`src/rtl/lpl_pkg.sv`:
```
`timescale 1ns / 1ps
`default_nettype none

package lpl_pkg;

  // Sample and level widths
  localparam int SAMPLE_BITS = 24;
  localparam int LEVEL_BITS  = 24;
  localparam int COEF_BITS   = 16;

  // Delay line geometry (depth is a power of two, so the ring wraps naturally)
  localparam int DELAY_DEPTH    = 1024;
  localparam int ADDR_BITS      = $clog2(DELAY_DEPTH);
  localparam int DELAY_CFG_BITS = 10;

  // Serial multiplier: signed multiplicand, unsigned multiplier shifted out LSB first
  localparam int MC_BITS   = LEVEL_BITS + 1;
  localparam int MP_BITS   = LEVEL_BITS;
  localparam int STEP_BITS = $clog2(MP_BITS + 1);

  localparam logic [STEP_BITS-1:0] BLEND_STEPS = STEP_BITS'(COEF_BITS);
  localparam logic [STEP_BITS-1:0] APPLY_STEPS = STEP_BITS'(MP_BITS);
  localparam logic [STEP_BITS-1:0] DIV_STEPS   = STEP_BITS'(LEVEL_BITS - 1);

  localparam logic [LEVEL_BITS-1:0] GAIN_ONE = LEVEL_BITS'(8388608);

  // Configuration port
  localparam int CFG_BITS     = 24;
  localparam int CFG_IDX_BITS = 3;

  localparam logic [CFG_IDX_BITS-1:0] CFG_THRESHOLD  = 3'd0;
  localparam logic [CFG_IDX_BITS-1:0] CFG_ATTACK     = 3'd1;
  localparam logic [CFG_IDX_BITS-1:0] CFG_RELEASE    = 3'd2;
  localparam logic [CFG_IDX_BITS-1:0] CFG_SMOOTH     = 3'd3;
  localparam logic [CFG_IDX_BITS-1:0] CFG_DELAY      = 3'd4;
  localparam logic [CFG_IDX_BITS-1:0] CFG_LIMITER_ON = 3'd5;

  typedef logic signed [SAMPLE_BITS-1:0] sample_t;
  typedef logic [LEVEL_BITS-1:0]         level_t;

  // Start strobe and step count for a serial multiplier
  typedef struct packed {
    logic                 start;
    logic [STEP_BITS-1:0] steps;
  } lpl_mul_ctl_t;

endpackage

`default_nettype wire

```
`src/rtl/lpl_sermul.sv`:
```
`timescale 1ns / 1ps
`default_nettype none

// Shift-add multiplier, one multiplier bit per cycle.
// After n steps: product = prod_hi * 2^n + prod_lo[top n bits], prod_hi = floor(product / 2^n).
module lpl_sermul (
  input  logic                              clk,
  input  logic                              rst_n,
  input  lpl_pkg::lpl_mul_ctl_t             ctl,
  input  logic signed [lpl_pkg::MC_BITS-1:0] mcand,
  input  logic [lpl_pkg::MP_BITS-1:0]       mplier,
  output logic                              done,
  output logic signed [lpl_pkg::MC_BITS-1:0] prod_hi,
  output logic [lpl_pkg::MP_BITS-1:0]       prod_lo
);
  import lpl_pkg::*;

  logic                      run_r;
  logic                      done_r;
  logic [STEP_BITS-1:0]      cnt_r;
  logic signed [MC_BITS-1:0] mc_r;
  logic signed [MC_BITS-1:0] hi_r;
  logic [MP_BITS-1:0]        mp_r;
  logic [MP_BITS-1:0]        lo_r;
  logic signed [MC_BITS:0]   sum;

  // Add the multiplicand when the current multiplier bit is set
  assign sum = {hi_r[MC_BITS-1], hi_r} + (mp_r[0] ? {mc_r[MC_BITS-1], mc_r} : '0);

  // Step counter
  always_ff @(posedge clk) begin
    if (!rst_n) begin
      run_r  <= 1'b0;
      done_r <= 1'b0;
      cnt_r  <= '0;
    end else begin
      done_r <= run_r && (cnt_r == STEP_BITS'(1));
      if (ctl.start) begin
        run_r <= 1'b1;
        cnt_r <= ctl.steps;
      end else if (run_r) begin
        cnt_r <= cnt_r - STEP_BITS'(1);
        if (cnt_r == STEP_BITS'(1)) begin
          run_r <= 1'b0;
        end
      end
    end
  end

  // Shift the partial product right by one bit per step
  always_ff @(posedge clk) begin
    if (ctl.start) begin
      mc_r <= mcand;
      mp_r <= mplier;
      hi_r <= '0;
      lo_r <= '0;
    end else if (run_r) begin
      hi_r <= sum[MC_BITS:1];
      lo_r <= {sum[0], lo_r[MP_BITS-1:1]};
      mp_r <= mp_r >> 1;
    end
  end

  assign done    = done_r;
  assign prod_hi = hi_r;
  assign prod_lo = lo_r;

endmodule

`default_nettype wire

```
`config.mk`:
```
export PLATFORM = sky130hd
export DESIGN_NAME = lpl_sermul
export DESIGN_NICKNAME = d
export VERILOG_FILES = /design/src/rtl/lpl_pkg.sv /design/src/rtl/lpl_sermul.sv
export SDC_FILE = /design/constraint.sdc
export NUM_CORES = 1
export LEC_CHECK = 0
export ABC_AREA = 1
export BUFFER_PORTS_ARGS = -buffer_cell sky130_fd_sc_hd__buf_2
export CORE_MARGIN = 4
export CORE_UTILIZATION = 45
export CTS_BUF_LIST = sky130_fd_sc_hd__clkbuf_2
export DETAILED_ROUTE_END_ITERATION = 7
export GPL_TIMING_DRIVEN = 0
export PLACE_DENSITY_LB_ADDON = 0.3
export SYNTH_ARGS = -nofsm -noshare
export SYNTH_HDL_FRONTEND = slang
export SYNTH_SLANG_ARGS = --single-unit
```
`constraint.sdc`:
```
create_clock -name clk -period 3 [get_ports clk]
set_clock_uncertainty 0.2 [all_clocks]
set_input_delay 0.45 -clock clk [delete_from_list [all_inputs] [get_ports clk]]
set_output_delay 0.45 -clock clk [all_outputs]
set_load 0.05 [all_outputs]
```
After elaboration in Yosys (flattened, before gate mapping). Index checks and enable logic that the tools add are counted.

Register bits: 105. Bits in latches: 0. Bits in writable memories: 0. ROM bits: 0. Input port bits: 57. Output and inout port bits: 50. Logic and storage cells: 20. Memories kept: 0.

Add/subtract/negate cells: 2. $mul: 0. Div/mod/pow operators: 0. Order comparisons: 0. Eq/ne operators: 1. Shifts and indexed selects: 0. Mux-type cells: 8. Bitwise operators: 0. Reduce and logical (&&, ||, !) cells: 2.

Operator list (count): $mux 24 (2); $add 26x26->26 (1); $mux 26 (1); $mux 5 (2); $eq 5x1->1 const B (1); $sub 5x1->5 const B (1); $mux 1 (3); $reduce_bool 2->1 (1); $logic_and 1x1->1 (1).

Longest topological paths before layout.
Word-level depth: 4. Gate-level depth with buffers: 16. Mapped depth without buffers: 14.

Worst setup path before layout. Ideal clock, no wire load.

Path type: register to register. From: register mp_r[0]. To: register hi_r[19], in the netlist prod_hi[19]. Library setup time: 0.113 ns. Data arrival time: 2.205 ns. Data required time: 2.687 ns. Setup slack: 0.482 ns. Stages on the path, launching flop included: 16. Path buffers: 2. Period minus slack after synthesis: 2.518 ns. Path through: edfxtp_1 -> clkbuf_1 -> clkbuf_1 -> nand2_1 -> inv_1 -> ha_1 -> inv_1 -> fa_1 -> inv_1 -> nand2_1 -> o21ai_0 -> nand3b_1 -> nand3_1 -> nand2_1 -> nand3_1 -> nand2_1.

Cells in the longest elaborated chain, start to end: 2.

Ends and longest elaborated chain: from (decl) (RTL line lpl_sermul.sv:23) `logic [MP_BITS-1:0] mp_r;`; from (signal assigned) (RTL line lpl_sermul.sv:54) `mp_r <= mplier;`; from (signal assigned) (RTL line lpl_sermul.sv:60) `mp_r <= mp_r >> 1;`; $mux 26 (RTL line lpl_sermul.sv:28) `assign sum = {hi_r[MC_BITS-1], hi_r} + (mp_r[0] ? {mc_r[MC_BITS-1], mc_r} : '0);`; $add 26x26->26 (RTL line lpl_sermul.sv:28); to (signal assigned) (RTL line lpl_sermul.sv:58) `hi_r <= sum[MC_BITS:1];`; to (decl) (RTL line lpl_sermul.sv:22) `logic signed [MC_BITS-1:0] hi_r;`.

No other way between the ends. A chain may end at the register's enable or synchronous reset.

Worst setup path after layout.
From: register mp_r[0]. To: register hi_r[17], in the netlist prod_hi[17].

The elaborated chain is that of the path after synthesis.

==> impl_metrics.toml <==
[cells_and_area]
final_cell_area_um2 = 7100
multiInputGateArea_um2 = 2460
drive_above_1_share = 0.156
diodes = 0
regArea_um2 = 2590
final_cell_mix = "303 x nand2_1, 144 x inv_1, 115 x buf_2"
finish.net_count = 1039
areaGrowthSynthToFinish_pct = 25.0
stdcell_count = 1127
nFillCells = 1153
final_common_cell = "nand2_1"

[clock_network]
cts-root-buf = "clkbuf_2"
htreeDepth = 3
cts_tree = "built"
path_clk_slew_ns = 0.31
clock_sinks = 105
cts_buffers = 9
clk_latency_ns = 0.64
clk_path_buf_depth = 2

[grt]
grt_pass1_vias = 5318
grt_max_degree = 34
grt_pass1_wl_mm = 24.2
grt_use_total = 0.205
overflow = 0
antenna_found_initial = 0

[pwr]
vdd_drop_max_mv = 0.386
powerDensity_nw_per_um2 = 414
power.leakage_nw = 3.80

[drt]
route.vias.total = 5291
drc_errors = 0
wire_per_inst_um = 12.8
drtIter0Drc = 269
vias_per_cell = 4.69
drt_first_pass_iters = 5
ant_nets = 0
postRouteWirelength_mm = 14.5

[critical_path]
slowest_delay_ns = 0.46
path_max_fanout = 10
critical_path_class = "reg -> reg"
cp-end-kind = "flop"
critPathArrivalTime_ns = 3.05
crit_required_ns = 3.33
worstPathCellList = "buf_4 -> clkbuf_1 -> nand2_1 -> inv_1 -> ha_1 -> nand2_1 -> inv_1 -> a21oi_1 -> inv_1 -> a21oi_1 -> nand3_1 -> nand3_1 -> nand2_1"
worstSetupStartpointType = "flop"
slowest_stage = "edfxtp_1"

[sta]
fin_ws_ns = 0.284
period_minus_slack_ns = 2.72
fin_tns_setup_ns = 0
hold_viol = 0
max_slew.worst_pin.slew_ns = 0.736
rsz0062_at_grt = "no"
slew_viol_final = 0
fmax_mhz = 368
period_share = 0.905
setup_viol = 0
max_slew_margin = 0.509

[place]
dp_cells = 1054
gp_congestion = 0.926
place_hpwl_mm = 10.3
placed_area_um2 = 6420
io_buffers = 106
dpl_worst_slack_ns = -0.227

[synthesis]
syn_inst = 780
ys_async_sr_fraction = 0
syn_avg_cell_area_um2 = 7.28
seq_area_frac_synth = 0.456
synth_top_area_frac = 0.259
dominantRegCellSynth = "dfxtp_1"
yosys.cell_types.count = 34
ys_ff_latch = 105
synth_area_um2 = 5680
synth_area_leader_cell = "edfxtp_1"
synth_edf_count = 49
yosys-top-cells-area = "edfxtp_1 26%, nand2_1 20%, dfxtp_1 20%"
syn-num-nets = 865
yosysWarnings = 0

[floorplanning]
start_util = 0.467
rows = 40
core-area_um2 = 12200
fp.dieArea_um2 = 14500
die_x_um = 120
io_pins = 107
die_h_um = 120

[min_path]
min_path_type = "in -> reg"

[outcome]
status = "finished, final reports clean"

[flow_run]
drv_cap = 0
layer usage:
| metal | vias up | GRT usage | part of all wire |
|---|---|---|---|
| met1 | 2341 | 0.249 | 0.45 |
| met4 | 0 | 0.0581 | 0.018 |
| met5 | - | 0 | 0 |
| li1 | 2794 | - | - |
| met2 | 135 | 0.356 | 0.47 |
| met3 | 21 | 0.0580 | 0.061 |
power breakdown:
part	switching [W]	internal, W
combinational	0.000404	0.000227
clock	0.000523	0.000135
sequential	0.0000431	0.00161
total	0.000971	0.00197
synth_stat cells, drive strengths merged, types with 8 or more instances:
master,instances
ha,27
clkbuf,8
nand4,8
o22ai,23
dfxtp,56
nor2,43
a21oi,28
edfxtp,49
nand3,35
nand2,305
buf,9
inv,147
o21ai,26
area by class of cell:
class	count	area share
flip-flops and latches	105	0.365
clock inverters	6	0.00757
inverters	147	0.0777
plain buffers	16	0.0106
repair buffers	164	0.156
clock buffers	10	0.00704
multi-input cells	511	0.347
well taps	168	0.0296
worst paths after layout:
kind | start | end | slack (ns) | cells after the start
max | mp_r[0] | prod_hi[17] | 0.28 | 13
min | ctl[5] | mc_r[8] | 0.17 | 1
max reg2reg | mp_r[0] | prod_hi[17] | 0.28 | 13
min reg2reg | prod_hi[5] | prod_hi[5] | 0.29 | 2
flip-flops by register name, indices dropped and copies added, names as in the netlist:
| name | count |
|---|---|
| run_r | 1 |
| prod_lo | 24 |
| prod_hi | 25 |
| done | 1 |
| cnt_r | 5 |
| mc_r | 25 |
| mp_r | 24 |
kinds of logic after synthesis:
logic type,after synthesis,synth area share
AOI/OAI and AO/OA,85,0.0843
adders and majority gates,28,0.0630
buffers and inverters,164,0.110
DFF,105,0.456
and+or+nand+nor,398,0.286
what timing repair did:
item,in CTS,in global routing
pin swaps,0,0
setup endpoints to repair,4,2
hold buffers,57,0
buffers inserted,0,1
gates resized for setup,2,1
hold endpoints to repair,56,0
per-stage QoR:
stage	util	total power, W	hold WS (ns)
5_1_grt	0.584	0.00310	0.122
3_5_place_dp	0.528	0.00224	0.252
4_1_cts	0.584	0.00296	0.136
2_1_floorplan	-	0.00208	0.269
3_3_place_gp	0.528	0.00224	0.239
6_report	0.584	0.00294	0.170
critical path, delay by kind of cell (launching register included):
| family | cells | cell delay (ns) |
|---|---|---|
| flops | 1 | 0.46 |
| buf+inv | 5 | 0.74 |
| fa+ha+maj | 1 | 0.27 |
| compound gates | 2 | 0.41 |
| simple gates | 5 | 0.54 |
Note: power is estimated with default switching activity, not from simulation.
