<file path="config.mk">
export PLATFORM = sky130hd
export DESIGN_NAME = lpl_serdiv
export DESIGN_NICKNAME = d
export VERILOG_FILES = /design/src/rtl/lpl_pkg.sv /design/src/rtl/lpl_serdiv.sv
export SDC_FILE = /design/constraint.sdc
export NUM_CORES = 1
export LEC_CHECK = 0
export CELL_PAD_IN_SITES_DETAIL_PLACEMENT = 1
export CELL_PAD_IN_SITES_GLOBAL_PLACEMENT = 2
export CORE_ASPECT_RATIO = 0.9
export CORE_MARGIN = 5
export CORE_UTILIZATION = 43
export DETAILED_ROUTE_END_ITERATION = 10
export DONT_BUFFER_PORTS = 1
export HOLD_SLACK_MARGIN = 0.08
export PLACE_DENSITY = 0.93
export SETUP_SLACK_MARGIN = 0.4
export SLEW_MARGIN = 20
export SYNTH_ARGS = -nofsm -noshare
export SYNTH_HDL_FRONTEND = slang
export SYNTH_SLANG_ARGS = --single-unit
</file>
<file path="constraint.sdc">
create_clock -name clk -period 4.7 [get_ports clk]
set_clock_uncertainty 0.15 [all_clocks]
set_input_delay 0.235 -clock clk [delete_from_list [all_inputs] [get_ports clk]]
set_output_delay 0.235 -clock clk [all_outputs]
set_load 0.05 [all_outputs]
</file>
<file path="src/rtl/lpl_pkg.sv">
`timescale 1ns / 1ps
`default_nettype none

package lpl_pkg;

  // Sample and level widths
  localparam int SAMPLE_BITS = 24;
  localparam int LEVEL_BITS  = 24;
  localparam int COEF_BITS   = 16;

  // Delay line geometry (depth is a power of two, so the ring wraps naturally)
  localparam int DELAY_DEPTH    = 1024;
  localparam int ADDR_BITS      = $clog2(DELAY_DEPTH);
  localparam int DELAY_CFG_BITS = 10;

  // Serial multiplier: signed multiplicand, unsigned multiplier shifted out LSB first
  localparam int MC_BITS   = LEVEL_BITS + 1;
  localparam int MP_BITS   = LEVEL_BITS;
  localparam int STEP_BITS = $clog2(MP_BITS + 1);

  localparam logic [STEP_BITS-1:0] BLEND_STEPS = STEP_BITS'(COEF_BITS);
  localparam logic [STEP_BITS-1:0] APPLY_STEPS = STEP_BITS'(MP_BITS);
  localparam logic [STEP_BITS-1:0] DIV_STEPS   = STEP_BITS'(LEVEL_BITS - 1);

  localparam logic [LEVEL_BITS-1:0] GAIN_ONE = LEVEL_BITS'(8388608);

  // Configuration port
  localparam int CFG_BITS     = 24;
  localparam int CFG_IDX_BITS = 3;

  localparam logic [CFG_IDX_BITS-1:0] CFG_THRESHOLD  = 3'd0;
  localparam logic [CFG_IDX_BITS-1:0] CFG_ATTACK     = 3'd1;
  localparam logic [CFG_IDX_BITS-1:0] CFG_RELEASE    = 3'd2;
  localparam logic [CFG_IDX_BITS-1:0] CFG_SMOOTH     = 3'd3;
  localparam logic [CFG_IDX_BITS-1:0] CFG_DELAY      = 3'd4;
  localparam logic [CFG_IDX_BITS-1:0] CFG_LIMITER_ON = 3'd5;

  typedef logic signed [SAMPLE_BITS-1:0] sample_t;
  typedef logic [LEVEL_BITS-1:0]         level_t;

  // Start strobe and step count for a serial multiplier
  typedef struct packed {
    logic                 start;
    logic [STEP_BITS-1:0] steps;
  } lpl_mul_ctl_t;

endpackage

`default_nettype wire

</file>
<file path="src/rtl/lpl_serdiv.sv">
`timescale 1ns / 1ps
`default_nettype none

// Restoring divider for (num << 23) / den, one quotient bit per cycle.
// Valid only for num < den; the quotient then fits 23 bits.
module lpl_serdiv (
  input  logic                   clk,
  input  logic                   rst_n,
  input  logic                   start,
  input  lpl_pkg::level_t        num,
  input  lpl_pkg::level_t        den,
  output logic                   done,
  output lpl_pkg::level_t        quo
);
  import lpl_pkg::*;

  logic                       run_r;
  logic                       done_r;
  logic [STEP_BITS-1:0]       cnt_r;
  level_t                     rem_r;
  level_t                     den_r;
  logic [LEVEL_BITS-2:0]      q_r;
  logic [LEVEL_BITS:0]        shifted;
  logic                       fits;

  // Trial subtract of the shifted remainder
  assign shifted = {rem_r, 1'b0};
  assign fits    = shifted >= {1'b0, den_r};

  always_ff @(posedge clk) begin
    if (!rst_n) begin
      run_r  <= 1'b0;
      done_r <= 1'b0;
      cnt_r  <= '0;
    end else begin
      done_r <= run_r && (cnt_r == STEP_BITS'(1));
      if (start) begin
        run_r <= 1'b1;
        cnt_r <= DIV_STEPS;
      end else if (run_r) begin
        cnt_r <= cnt_r - STEP_BITS'(1);
        if (cnt_r == STEP_BITS'(1)) begin
          run_r <= 1'b0;
        end
      end
    end
  end

  // Remainder stays below den, so it fits back into LEVEL_BITS
  always_ff @(posedge clk) begin
    if (start) begin
      rem_r <= num;
      den_r <= den;
      q_r   <= '0;
    end else if (run_r) begin
      rem_r <= fits ? LEVEL_BITS'(shifted - {1'b0, den_r}) : LEVEL_BITS'(shifted);
      q_r   <= {q_r[LEVEL_BITS-3:0], fits};
    end
  end

  assign done = done_r;
  assign quo  = {1'b0, q_r};

endmodule

`default_nettype wire

</file>
Yosys cells after proc, flatten, opt, wreduce, memory -nomap -nowiden
Cells that the tools add are included.

Register bits after elaboration: 78. Bits of input ports: 51. Output and inout bits: 25.

$add $sub $neg: 2. Magnitude comparators: 1. Eq/ne operators: 1. Multiplexer cells: 8. Bitwise gates (word level): 1. Reductions and logical operators: 3.

Operators with widths (number): two-way mux 24 bit (3); greater-or-equal comparator 25 x 24 -> 1 bit (1); subtractor 24 bit (1); two-way mux 5 bit (2); == test 5 x 1 -> 1 bit, second input constant (1); subtractor 5 x 1 -> 5 bit, second input constant (1); two-way mux 1 bit (3); nonzero test 2 bit (1); OR reduction 2 bit (1); logical AND 1 bit (1); inverter 1 bit (1).

Logic depth before layout (Yosys ltp)
Gate-level depths: netlist of run 1.

Word-level depth: 4. Mapped depth: 14. Mapped depth without buffers: 11.

Least setup slack after synthesis of run 1
No wires, ideal clock.

Path kind: flip-flop to flip-flop. Start: register rem_r[1]. End: register rem_r[22], data pin. Setup time: 266 ps. Arrival time: 2271 ps. Slack: 2013 ps. Cell stages (with the launch flop): 11. Cells stage by stage: edfxtp_1 > ha_1 > nor2b_1 > o211ai_1 > a211oi_1 > o41a_1 > o31ai_1 > a21oi_1 > xor2_1 > mux2i_1 > o21ai_1.

Word-level cells in the longest chain between the ends: 4. Elaborated cells on any way between the ends: 5.

RTL lines: start: declaration (RTL line lpl_serdiv.sv:20) `level_t rem_r;`; start signal: assignment (RTL line lpl_serdiv.sv:52) `rem_r <= num;`; start signal: assignment (RTL line lpl_serdiv.sv:56) `rem_r <= fits ? LEVEL_BITS'(shifted - {1'b0, den_r}) : LEVEL_BITS'(shifted);`; subtractor 24 bit or greater-or-equal comparator 25 x 24 -> 1 bit (tied branches) (RTL line lpl_serdiv.sv:56, lpl_serdiv.sv:28); two-way mux 24 bit (*) (RTL line lpl_serdiv.sv:56); two-way mux 24 bit (*) (RTL line lpl_serdiv.sv:55) `end else if (run_r) begin`; two-way mux 24 bit (*) (RTL line lpl_serdiv.sv:51) `if (start) begin`.

Every way passes the cells marked *; elsewhere a longest branch is shown, timed or not. The select of a mux whose other input is x is not followed. A chain may end at the register's enable or synchronous reset.

Worst setup path after layout of run 1
Start: register rem_r[18]. End: register rem_r[1], data pin.

Word-level cells in the longest chain between the ends: 4.

RTL lines: greater-or-equal comparator 25 x 24 -> 1 bit (RTL line lpl_serdiv.sv:28) `assign fits = shifted >= {1'b0, den_r};`; two-way mux 24 bit (RTL line lpl_serdiv.sv:56); two-way mux 24 bit (RTL line lpl_serdiv.sv:55); two-way mux 24 bit (RTL line lpl_serdiv.sv:51).

Every way passes these cells. The select of a mux whose other input is x is not followed.

==> results of run 1 <==
## timing repair
action                                  CTS  global route
endpoints found under the setup margin    0             0
hold endpoints to repair                102             0
hold buffers                             51             0
## Yosys cell counts, drive strengths merged, types with 9 or more instances
cell type / n / share of area
ha: 26 / 0.072
buf: 13 / 0.017
mux2i: 24 / 0.053
nand2: 35 / 0.030
inv: 30 / 0.025
o21ai: 15 / 0.017
clkbuf: 12 / 0.010
nor2: 45 / 0.037
o21a: 9 / 0.015
nor2b: 24 / 0.033
a21oi: 63 / 0.071
dfxtp: 30 / 0.13
a21o: 10 / 0.017
xnor2: 12 / 0.023
edfxtp: 48 / 0.32
## through the flow
step	utilization	hold slack [ns]	worst slack (ns)	total power, µW
2_1_floorplan	-	0.184	2.01	1750
3_3_place_gp	0.447	0.182	1.38	1940
3_5_place_dp	0.447	0.180	1.23	1970
4_1_cts	0.528	0.0857	1.19	2750
5_1_grt	0.528	0.0872	1.03	2910
6_report	0.528	0.0909	1.23	2730
## routing by layer
metal / global-route usage / vias up / wire [µm]
met4: 0.0459 / 0 / 149
met1: 0.240 / 1687 / 5220
met3: 0.0580 / 14 / 631
met5: 0 / - / 0
li1: - / 1739 / -
met2: 0.307 / 73 / 5430
## power breakdown
group          switching (µW)  total (µW)  leakage (µW)  internal [µW]
clock                     324         701      0.000149            378
sequential               61.0         909      0.000718            848
combinational             667        1110       0.00133            448
total                    1050        2720       0.00220           1670
## cells by family after synthesis
kind of cell / Yosys count / synth area share
other: 1 / 0.000830
buffers and inverters: 55 / 0.0518
adders and majority gates: 27 / 0.0765
DFF: 78 / 0.452
muxes: 26 / 0.0582
AOI/OAI and AO/OA: 124 / 0.172
xor gates and xnor gates: 20 / 0.0388
and+or+nand+nor: 138 / 0.149
## worst max-delay path, cell delays in order (launching register included)
cell	delay, ns
edfxtp_1	0.41
ha_1	0.43
and4_1	0.25
and3_1	0.20
a31oi_2	0.28
nand2_1	0.11
a211oi_2	0.23
or2_1	0.49
buf_4	0.31
o21ai_0	0.10
mux2_2	0.27
## cell type report
cell class                      count  area, µm²
Sequential cell                    78       2040
Clock buffer                        9        225
Fill cell                        1128       4840
Timing Repair Buffer               54        551
Inverter                           30        113
Tap cell                          129        161
Multi-Input combinational cell    336       2240
Clock inverter                      7       73.8
## registers in the layout, summed over array words and instances, names as in the netlist
| register | count |
|---|---|
| q_r | 23 |
| rem_r | 24 |
| cnt_r | 5 |
| den_r | 24 |
| run_r | 1 |
| done | 1 |
## worst paths after layout
| check | from | to | slack (ns) | cells past startpoint |
|---|---|---|---|---|
| setup reg to reg | rem_r[18]$_DFFE_PP_ | rem_r[1]$_DFFE_PP_ | 1.23 | 10 |
| setup / recovery | rem_r[18]$_DFFE_PP_ | rem_r[1]$_DFFE_PP_ | 1.23 | 10 |
| hold / removal | start | rem_r[8]$_DFFE_PP_ | 0.09 | 2 |
| hold reg to reg | cnt_r[3]$_SDFFE_PP0P_ | cnt_r[3]$_SDFFE_PP0P_ | 0.46 | 2 |
==> results.py, run 1 <==
metrics = {
    "placed_design": {
        "placed_cell_area_um2": 4580,
        "hpwl_um": 7450,
        "place_inst": 576,
        "routabilityCongestion": 0.854,
        "port_buffers": 0,
    },
    "worst_setup_path": {
        "crit_fanout": 13,
        "critPathCaptureType": "flip-flop",
        "critPathRequiredTime_ns": 4.65,
        "start_kind": "flip-flop",
        "path_class": "flip-flop to flip-flop",
        "worst-endpoint-arrival_ns": 3.42,
    },
    "floorplan": {
        "die_height_um": 107,
        "rows": 35,
        "io_pins": 76,
        "fp.dieW_um": 118,
        "die-area_um2": 12700,
        "core-area_um2": 10200,
        "start_util": 0.441,
    },
    "sta": {
        "maxSlewHeadroom": 0.555,
        "slew_viol_final": 0,
        "rsz0062_at_grt": "no",
        "period_minus_slack_ns": 3.47,
        "tns_ns": 0,
        "hold_violations": 0,
        "setup_violations": 0,
        "period_share": 0.739,
        "max_freq_mhz": 288,
        "worst_pin_slew_ns": 0.667,
    },
    "layout": {
        "mostFrequentLayoutCell": "a21oi_1",
        "antenna_cells": 0,
        "areaGrowthSynthToFinish_pct": 19.8,
        "layout.cells.non_filler": 643,
        "drive_above_1_share": 0.0623,
        "fin_area_um2": 5410,
        "final_cell_mix": "a21oi_1, dlygate4sd3_1, edfxtp_1",
        "nets": 587,
    },
    "clock_tree": {
        "cts_num_sinks": 78,
        "cts_buffers": 9,
        "path_clk_slew_ns": 0.07,
        "cts_max_path_buffers": 2,
        "cts_resized": 0,
        "cts_setup_buffers": 0,
        "cts_tree": "done",
        "htree_levels": 3,
        "clk_latency_ns": 0.35,
        "root_buffer": "clkbuf_16",
    },
    "global_route": {
        "groute.usage.overall": 0.187,
        "grt_pass1_vias": 3798,
        "antenna_found_initial": 0,
        "grt_overflow": 0,
        "grt_start_max_net_pins": 90,
        "grt_pass1_wl_um": 19100,
    },
    "synthesis": {
        "syn_area_um2": 4520,
        "synth_ff_type": "edfxtp_1",
        "ys_types": 58,
        "syn_nets": 547,
        "async_reset_ff_frac": 0,
        "synthCells": 469,
        "ys_seq_area_frac": 0.452,
        "synth-seq-cells": 78,
        "syn_area_per_cell_um2": 9.63,
        "synth-edff-count": 48,
        "yosysWarnings": 0,
    },
    "routing": {
        "ant_nets": 0,
        "totalWireLength_um": 11400,
        "drt_iter0_drc": 228,
        "vias": 3513,
        "drcViolationCount": 0,
        "viasPerCell": 5.46,
        "drtPass1Iterations": 4,
        "wire_per_inst_um": 17.8,
    },
    "power_and_ir_drop": {
        "ir_worst_vdd_mv": 0.266,
        "powerDensity_nw_per_um2": 504,
        "leakage_uw": 0.00220,
    },
    "run_status": {
        "status": "completed",
    },
    "worst_hold_path": {
        "min_path_type": "primary input to flip-flop",
    },
    "run": {
        "drv_cap": 0,
    },
}
Power figures use the tool's default switching activity.
==> run 2, diff against run 1 <==
--- a/config.mk
+++ b/config.mk
@@ -5,15 +5,16 @@
 export SDC_FILE = /design/constraint.sdc
 export NUM_CORES = 1
 export LEC_CHECK = 0
+export ABC_AREA = 1
 export CELL_PAD_IN_SITES_DETAIL_PLACEMENT = 1
 export CELL_PAD_IN_SITES_GLOBAL_PLACEMENT = 2
 export CORE_ASPECT_RATIO = 0.9
 export CORE_MARGIN = 5
-export CORE_UTILIZATION = 43
+export CORE_UTILIZATION = 33
 export DETAILED_ROUTE_END_ITERATION = 10
 export DONT_BUFFER_PORTS = 1
 export HOLD_SLACK_MARGIN = 0.08
-export PLACE_DENSITY = 0.93
+export PLACE_DENSITY = 0.85
 export SETUP_SLACK_MARGIN = 0.4
 export SLEW_MARGIN = 20
 export SYNTH_ARGS = -nofsm -noshare
==> constraint.sdc (replaced) <==
create_clock -name clk -period 2.85 [get_ports clk]
set_clock_uncertainty 0.15 [all_clocks]
set_input_delay 0.1425 -clock clk [delete_from_list [all_inputs] [get_ports clk]]
set_output_delay 0.1425 -clock clk [all_outputs]
set_load 0.05 [all_outputs]
==> results.py, run 2 <==
metrics = {
    "run_status": {
        "status": "completed",
    },
    "worst_setup_path": {
        "r2r_end": "rem_r[19]$_DFFE_PP_",
        "path_class": "flip-flop to flip-flop",
        "timing.rr.start": "rem_r[18]$_DFFE_PP_",
        "rr_worst_depth": 13,
        "worst-endpoint-arrival_ns": 2.33,
        "crit_fanout": 7,
        "critPathCaptureType": "flip-flop",
        "timing.reg2reg.setup_slack_ns": 0.47,
        "start_kind": "flip-flop",
        "critPathRequiredTime_ns": 2.80,
    },
    "synthesis": {
        "synthCells": 693,
        "yosys-top-cells-count": "nand2_1, inv_1, nand3_1, edfxtp_1, nor2_1",
        "syn_nets": 771,
        "synth_top_area_cell": "edfxtp_1",
        "ys_types": 38,
        "yosysMostFrequentCell": "nand2_1",
        "syn_area_um2": 5040,
        "yosysWarnings": 0,
        "synth-edff-count": 48,
        "synth_ff_type": "edfxtp_1",
        "async_reset_ff_frac": 0,
        "syn_area_per_cell_um2": 7.28,
        "synth-seq-cells": 78,
        "yosys-top-cells-area": "edfxtp_1, nand2_1, dfxtp_1, inv_1, ha_1",
        "yosys.area.top_type_share": 0.286,
        "ys_seq_area_frac": 0.405,
    },
    "global_route": {
        "groute.usage.overall": 0.177,
        "grt_pass1_vias": 5080,
        "grt_pass1_wl_um": 25400,
        "antenna_found_initial": 0,
        "grt_start_max_net_pins": 53,
        "grt_overflow": 0,
    },
    "routing": {
        "drcViolationCount": 0,
        "met3_length_um": 741,
        "wl_met2_um": 7790,
        "vias": 4691,
        "ant_nets": 0,
        "viasPerCell": 4.86,
        "totalWireLength_um": 16100,
        "drt_iter0_drc": 169,
        "wire_per_inst_um": 16.7,
        "drtPass1Iterations": 4,
        "highest-signal-layer": "met4",
        "met1_length_um": 7210,
    },
    "layout": {
        "drive_above_1_share": 0.137,
        "layout.cells.non_filler": 966,
        "n_fill_cell": 1800,
        "nets": 842,
        "areaGrowthSynthToFinish_pct": 31.8,
        "mostFrequentLayoutCell": "nand2_1",
        "largestRegisters": "den_r x24, rem_r x24, q_r x23",
        "antenna_cells": 0,
        "final_cell_mix": "nand2_1, inv_1, dlygate4sd3_1",
        "fin_area_um2": 6650,
        "finalCoreUtilization": 0.447,
    },
    "placed_design": {
        "port_buffers": 0,
        "placed_cell_area_um2": 5260,
        "place_inst": 882,
        "routabilityCongestion": 0.856,
        "hpwl_um": 10900,
    },
    "floorplan": {
        "io_pins": 76,
        "rows": 42,
        "fp.dieW_um": 140,
        "start_util": 0.339,
        "die-area_um2": 17900,
        "die_height_um": 127,
        "core-area_um2": 14900,
    },
    "sta": {
        "maxSlewHeadroom": 0.406,
        "worst_pin_slew_ns": 0.885,
        "slew_viol_final": 0,
        "period_share": 0.834,
        "tns_ns": 0,
        "setup_violations": 0,
        "max_freq_mhz": 421,
        "hold_violations": 0,
        "period_minus_slack_ns": 2.38,
        "rsz0062_at_grt": "yes",
    },
    "worst_hold_path": {
        "whs_path_depth": 1,
        "hp-start": "den[5]",
        "min_path_type": "primary input to flip-flop",
        "holdPathEnd": "den_r[5]$_DFFE_PP_",
    },
    "clock_tree": {
        "htree_levels": 3,
        "cts_num_sinks": 78,
        "cts_max_path_buffers": 2,
        "clk_latency_ns": 0.35,
        "cts_buffers": 9,
        "root_buffer": "clkbuf_16",
        "cts_tree": "done",
        "path_clk_slew_ns": 0.07,
    },
    "power_and_ir_drop": {
        "leakage_uw": 0.00304,
        "powerDensity_nw_per_um2": 677,
        "ir_worst_vdd_mv": 0.343,
        "finalPower_uw": 4500,
    },
    "run": {
        "drv_cap": 0,
    },
}
-- run 2: changes by cell type after synthesis, sizes merged, moves of 40 or more --
cell   before  now
nand2      35  234
inv        30  139
nand3       6   53
a21oi      63   23
-- run 2: timing repair --
item                                   4_1_cts  5_1_grt
hold buffers                                52        0
gates cloned                                 2        2
setup endpoints to repair                   23       24
pin swaps                                    3       15
setup buffers                                3       10
gates resized for setup                     22       51
endpoints found under the hold margin       81        0
-- run 2: how the worst max path moves through the flow --
stage | from | end | depth (start not counted)
final | rem_r[18]$_DFFE_PP_ | rem_r[19]$_DFFE_PP_ | 13
after global routing | rem_r[18]$_DFFE_PP_ | rem_r[18]$_DFFE_PP_ | 13
after CTS | rem_r[4]$_DFFE_PP_ | rem_r[23]$_DFFE_PP_ | 10
after detailed placement | rem_r[18]$_DFFE_PP_ | rem_r[19]$_DFFE_PP_ | 9
after global placement | rem_r[18]$_DFFE_PP_ | rem_r[19]$_DFFE_PP_ | 9
after floorplan | rem_r[15]$_DFFE_PP_ | rem_r[10]$_DFFE_PP_ | 10
-- run 2: cells by family (layout without fill, tap and decap cells) --
logic type,after synthesis,after routing,share of synthesized area
AND/OR/NAND/NOR,364,367,0.322
adder cells (fa/ha/maj),27,27,0.0685
XOR/XNOR,9,9,0.0156
AO/OA/AOI/OAI,54,54,0.0623
flip-flops,78,78,0.405
buffers and inverters,160,232,0.126
other,1,1,0.000744
-- run 2: worst max-delay path, stage by stage, from the launching register on --
cell and delay (ns):
edfxtp_1 0.44, ha_4 0.34, nand2_1 0.11, nor2_2 0.13
nand2_1 0.11, nor2_1 0.11, nand2_1 0.08, nand3_2 0.09
nor2_4 0.05, buf_12 0.16, nand2_8 0.11, nand3_2 0.12
nand2_1 0.08, nand2_1 0.05
-- run 2: power by group --
group	internal, µW	switching [µW]
combinational	796	1160
sequential	1350	103
clock	594	509
-- run 2: layout make-up --
| type | count | area (µm²) | area share |
|---|---|---|---|
| flip-flops and latches | 78 | 2040 | 0.307 |
| well taps | 198 | 248 | 0.0373 |
| clock buffers | 9 | 225 | 0.0339 |
| repair buffers | 73 | 774 | 0.116 |
| multi-input cells | 458 | 2780 | 0.418 |
| inverters | 144 | 541 | 0.0813 |
| clock inverters | 6 | 42.5 | 0.00640 |
-- run 2: per-stage QoR --
| stage | setup slack (ns) | hold slack, ns |
|---|---|---|
| after floorplan | 0.711 | 0.0914 |
| after global routing | 0.377 | 0.253 |
| final | 0.472 | 0.265 |
| after global placement | 0.268 | 0.0914 |
| after CTS | 0.391 | 0.249 |
| after detailed placement | 0.243 | 0.0914 |
-- run 2: per-layer routing --
layer | GRT usage | vias up
li1 | - | 2328
met5 | 0 | -
met4 | 0.0450 | 0
met2 | 0.307 | 98
met1 | 0.217 | 2239
met3 | 0.0493 | 26
==> run 3, diff against run 2 <==
--- a/config.mk
+++ b/config.mk
@@ -5,16 +5,16 @@
 export SDC_FILE = /design/constraint.sdc
 export NUM_CORES = 1
 export LEC_CHECK = 0
-export ABC_AREA = 1
+export ABC_AREA = 0
 export CELL_PAD_IN_SITES_DETAIL_PLACEMENT = 1
 export CELL_PAD_IN_SITES_GLOBAL_PLACEMENT = 2
 export CORE_ASPECT_RATIO = 0.9
 export CORE_MARGIN = 5
-export CORE_UTILIZATION = 33
+export CORE_UTILIZATION = 40
 export DETAILED_ROUTE_END_ITERATION = 10
 export DONT_BUFFER_PORTS = 1
 export HOLD_SLACK_MARGIN = 0.08
-export PLACE_DENSITY = 0.85
+export PLACE_DENSITY = 0.88
 export SETUP_SLACK_MARGIN = 0.4
 export SLEW_MARGIN = 20
 export SYNTH_ARGS = -nofsm -noshare
==> constraint.sdc (replaced) <==
create_clock -name clk -period 2.2 [get_ports clk]
set_clock_uncertainty 0.15 [all_clocks]
set_input_delay 0.11 -clock clk [delete_from_list [all_inputs] [get_ports clk]]
set_output_delay 0.11 -clock clk [all_outputs]
set_load 0.05 [all_outputs]
==> results.py, run 3 (synthesized netlist as in run 1, its figures left out) <==
metrics = {
    "run_status": {
        "status": "finished with violations",
        "violations": "negative hold slack, negative setup slack",
    },
    "power_and_ir_drop": {
        "netSwitchingPower_uw": 3080,
        "powerDensity_nw_per_um2": 1140,
        "ir_worst_vdd_mv": 0.582,
        "p_sw_frac": 0.388,
        "finalPower_uw": 7930,
        "seq_power_share": 0.250,
        "power_frac_clock": 0.185,
        "p_int_uw": 4860,
        "comb_power_share": 0.565,
        "leakage_uw": 0.00286,
    },
    "floorplan": {
        "io_pins": 76,
        "die-area_um2": 13500,
        "die_height_um": 111,
        "rows": 36,
        "fp.dieW_um": 122,
        "start_util": 0.413,
        "core-area_um2": 10900,
    },
    "worst_hold_path": {
        "min_path_type": "primary input to flip-flop",
    },
    "global_route": {
        "groute.usage.overall": 0.202,
        "grt_use_met3": 0.0423,
        "grt_pass1_wl_um": 22000,
        "antenna_found_initial": 0,
        "grt_util_met2": 0.360,
        "globalRouteMet1Util": 0.242,
        "busiest_layer": "met2",
        "grt_overflow": 0,
        "grt_pass1_vias": 4424,
        "grt_start_max_net_pins": 104,
    },
    "clock_tree": {
        "cts_buffers": 9,
        "cts_num_sinks": 78,
        "cts_max_path_buffers": 2,
        "root_buffer": "clkbuf_16",
        "htree_levels": 3,
        "path_clk_slew_ns": 0.07,
        "cts_tree": "done",
        "clk_latency_ns": 0.35,
        "cts_hold_buf": 70,
    },
    "layout": {
        "areaGrowthSynthToFinish_pct": 53.9,
        "register_area_um2": 2040,
        "multi_input_area_um2": 2770,
        "drive_above_1_share": 0.325,
        "mostFrequentLayoutCell": "buf_4",
        "final_cell_mix": "buf_4, dlygate4sd3_1, edfxtp_1",
        "nets": 706,
        "largestRegisters": "den_r x24, rem_r x24, q_r x23",
        "n_fill_cell": 1184,
        "antenna_cells": 0,
    },
    "placed_design": {
        "port_buffers": 0,
        "routabilityCongestion": 0.844,
        "hpwl_um": 8900,
    },
    "routing": {
        "ant_nets": 0,
        "vias": 4244,
        "totalWireLength_um": 15300,
        "drt_iter0_drc": 206,
        "drcViolationCount": 0,
        "wire_per_inst_um": 19.5,
        "drtPass1Iterations": 5,
        "viasPerCell": 5.41,
    },
    "worst_setup_path": {
        "crit_fanout": 3,
        "critPathCaptureType": "flip-flop",
        "worst-endpoint-arrival_ns": 2.86,
        "start_kind": "flip-flop",
        "path_class": "flip-flop to flip-flop",
        "critPathRequiredTime_ns": 2.16,
    },
    "sta": {
        "period_minus_slack_ns": 2.91,
        "timing.final.ws_setup_ns": -0.706,
        "rsz0062_at_grt": "yes",
        "hold_violations": 77,
        "slew_viol_final": 0,
        "max_freq_mhz": 344,
        "worst_pin_slew_ns": 0.578,
        "hold_slack_ns": -0.273,
        "maxSlewHeadroom": 0.614,
        "period_share": 1.32,
        "setup_violations": 25,
    },
    "run": {
        "drv_cap": 0,
    },
}
==> run 3: cell count changes in the layout (fill, tap and decap cells not counted), sizes merged, moves of 9 or more <==
cell	before	now
nand2	237	35
inv	148	36
buf	21	103
nand3	53	6
a21oi	23	63
mux2i	0	24
nand3b	24	0
nor2b	0	24
o22ai	21	0
dlygate4sd3	51	70
a21o	0	10
o21ai	6	15
==> run 3: repair_timing <==
item	CTS	global route
cloned	0	1
gates resized for setup	19	65
buffers inserted	3	5
hold endpoints to repair	102	77
setup endpoints to repair	25	25
pin swaps	9	27
==> run 3: final timing paths <==
path	depth (start not counted)	startpoint	endpoint	slack, ns
setup / recovery	12	rem_r[0]$_DFFE_PP_	rem_r[1]$_DFFE_PP_	-0.71
hold / removal	1	start	q_r[2]$_SDFFE_PP0P_	-0.27
setup reg to reg	12	rem_r[0]$_DFFE_PP_	rem_r[1]$_DFFE_PP_	-0.71
hold reg to reg	2	cnt_r[4]$_SDFFE_PN0P_	done$_SDFF_PN0_	0.44
==> run 3: metrics by stage <==
step / area, µm² / util / worst slack [ns] / instances / TNS [ns]
2_1_floorplan: 4730 / - / -0.393 / 469 / -8.27
3_3_place_gp: 5470 / 0.500 / -0.562 / 690 / -11.98
3_5_place_dp: 5470 / 0.500 / -0.645 / 690 / -14.15
4_1_cts: 6600 / 0.603 / -0.608 / 779 / -13.42
5_1_grt: 6950 / 0.635 / -0.804 / 785 / -18.05
6_report: 6950 / 0.635 / -0.706 / 785 / -16.01
==> run 3: routing by layer <==
layer | vias to the layer above | part of all wire
met1 | 2088 | 0.40
met3 | 42 | 0.043
li1 | 1975 | -
met2 | 139 | 0.53
met4 | 0 | 0.027
met5 | - | 0
==> run 3: layout make-up <==
cell class,instances,area share
well taps,152,0.0274
multi-input cells,336,0.398
inverters,30,0.0162
flip-flops and latches,78,0.294
clock buffers,9,0.0324
clock inverters,7,0.00882
repair buffers,173,0.223
==> run 3: critical path: stages, from the launching register on <==
cell,delay [ns]
edfxtp_1,0.50
ha_4,0.30
nor2b_4,0.13
buf_6,0.12
o21bai_4,0.15
a21oi_2,0.08
o21ai_1,0.18
nand2_2,0.11
a211oi_4,0.32
or2_4,0.22
buf_6,0.10
o21ai_2,0.04
mux2_4,0.27
==> run 3: power by group through the flow <==
stage,combinational [µW],sequential [µW],clock [µW]
global route,4790,2000,1580
global placement,3230,1980,0
floorplan,2080,1960,0
detailed placement,3340,1990,0
finish,4480,1980,1470
CTS,3700,1970,1500
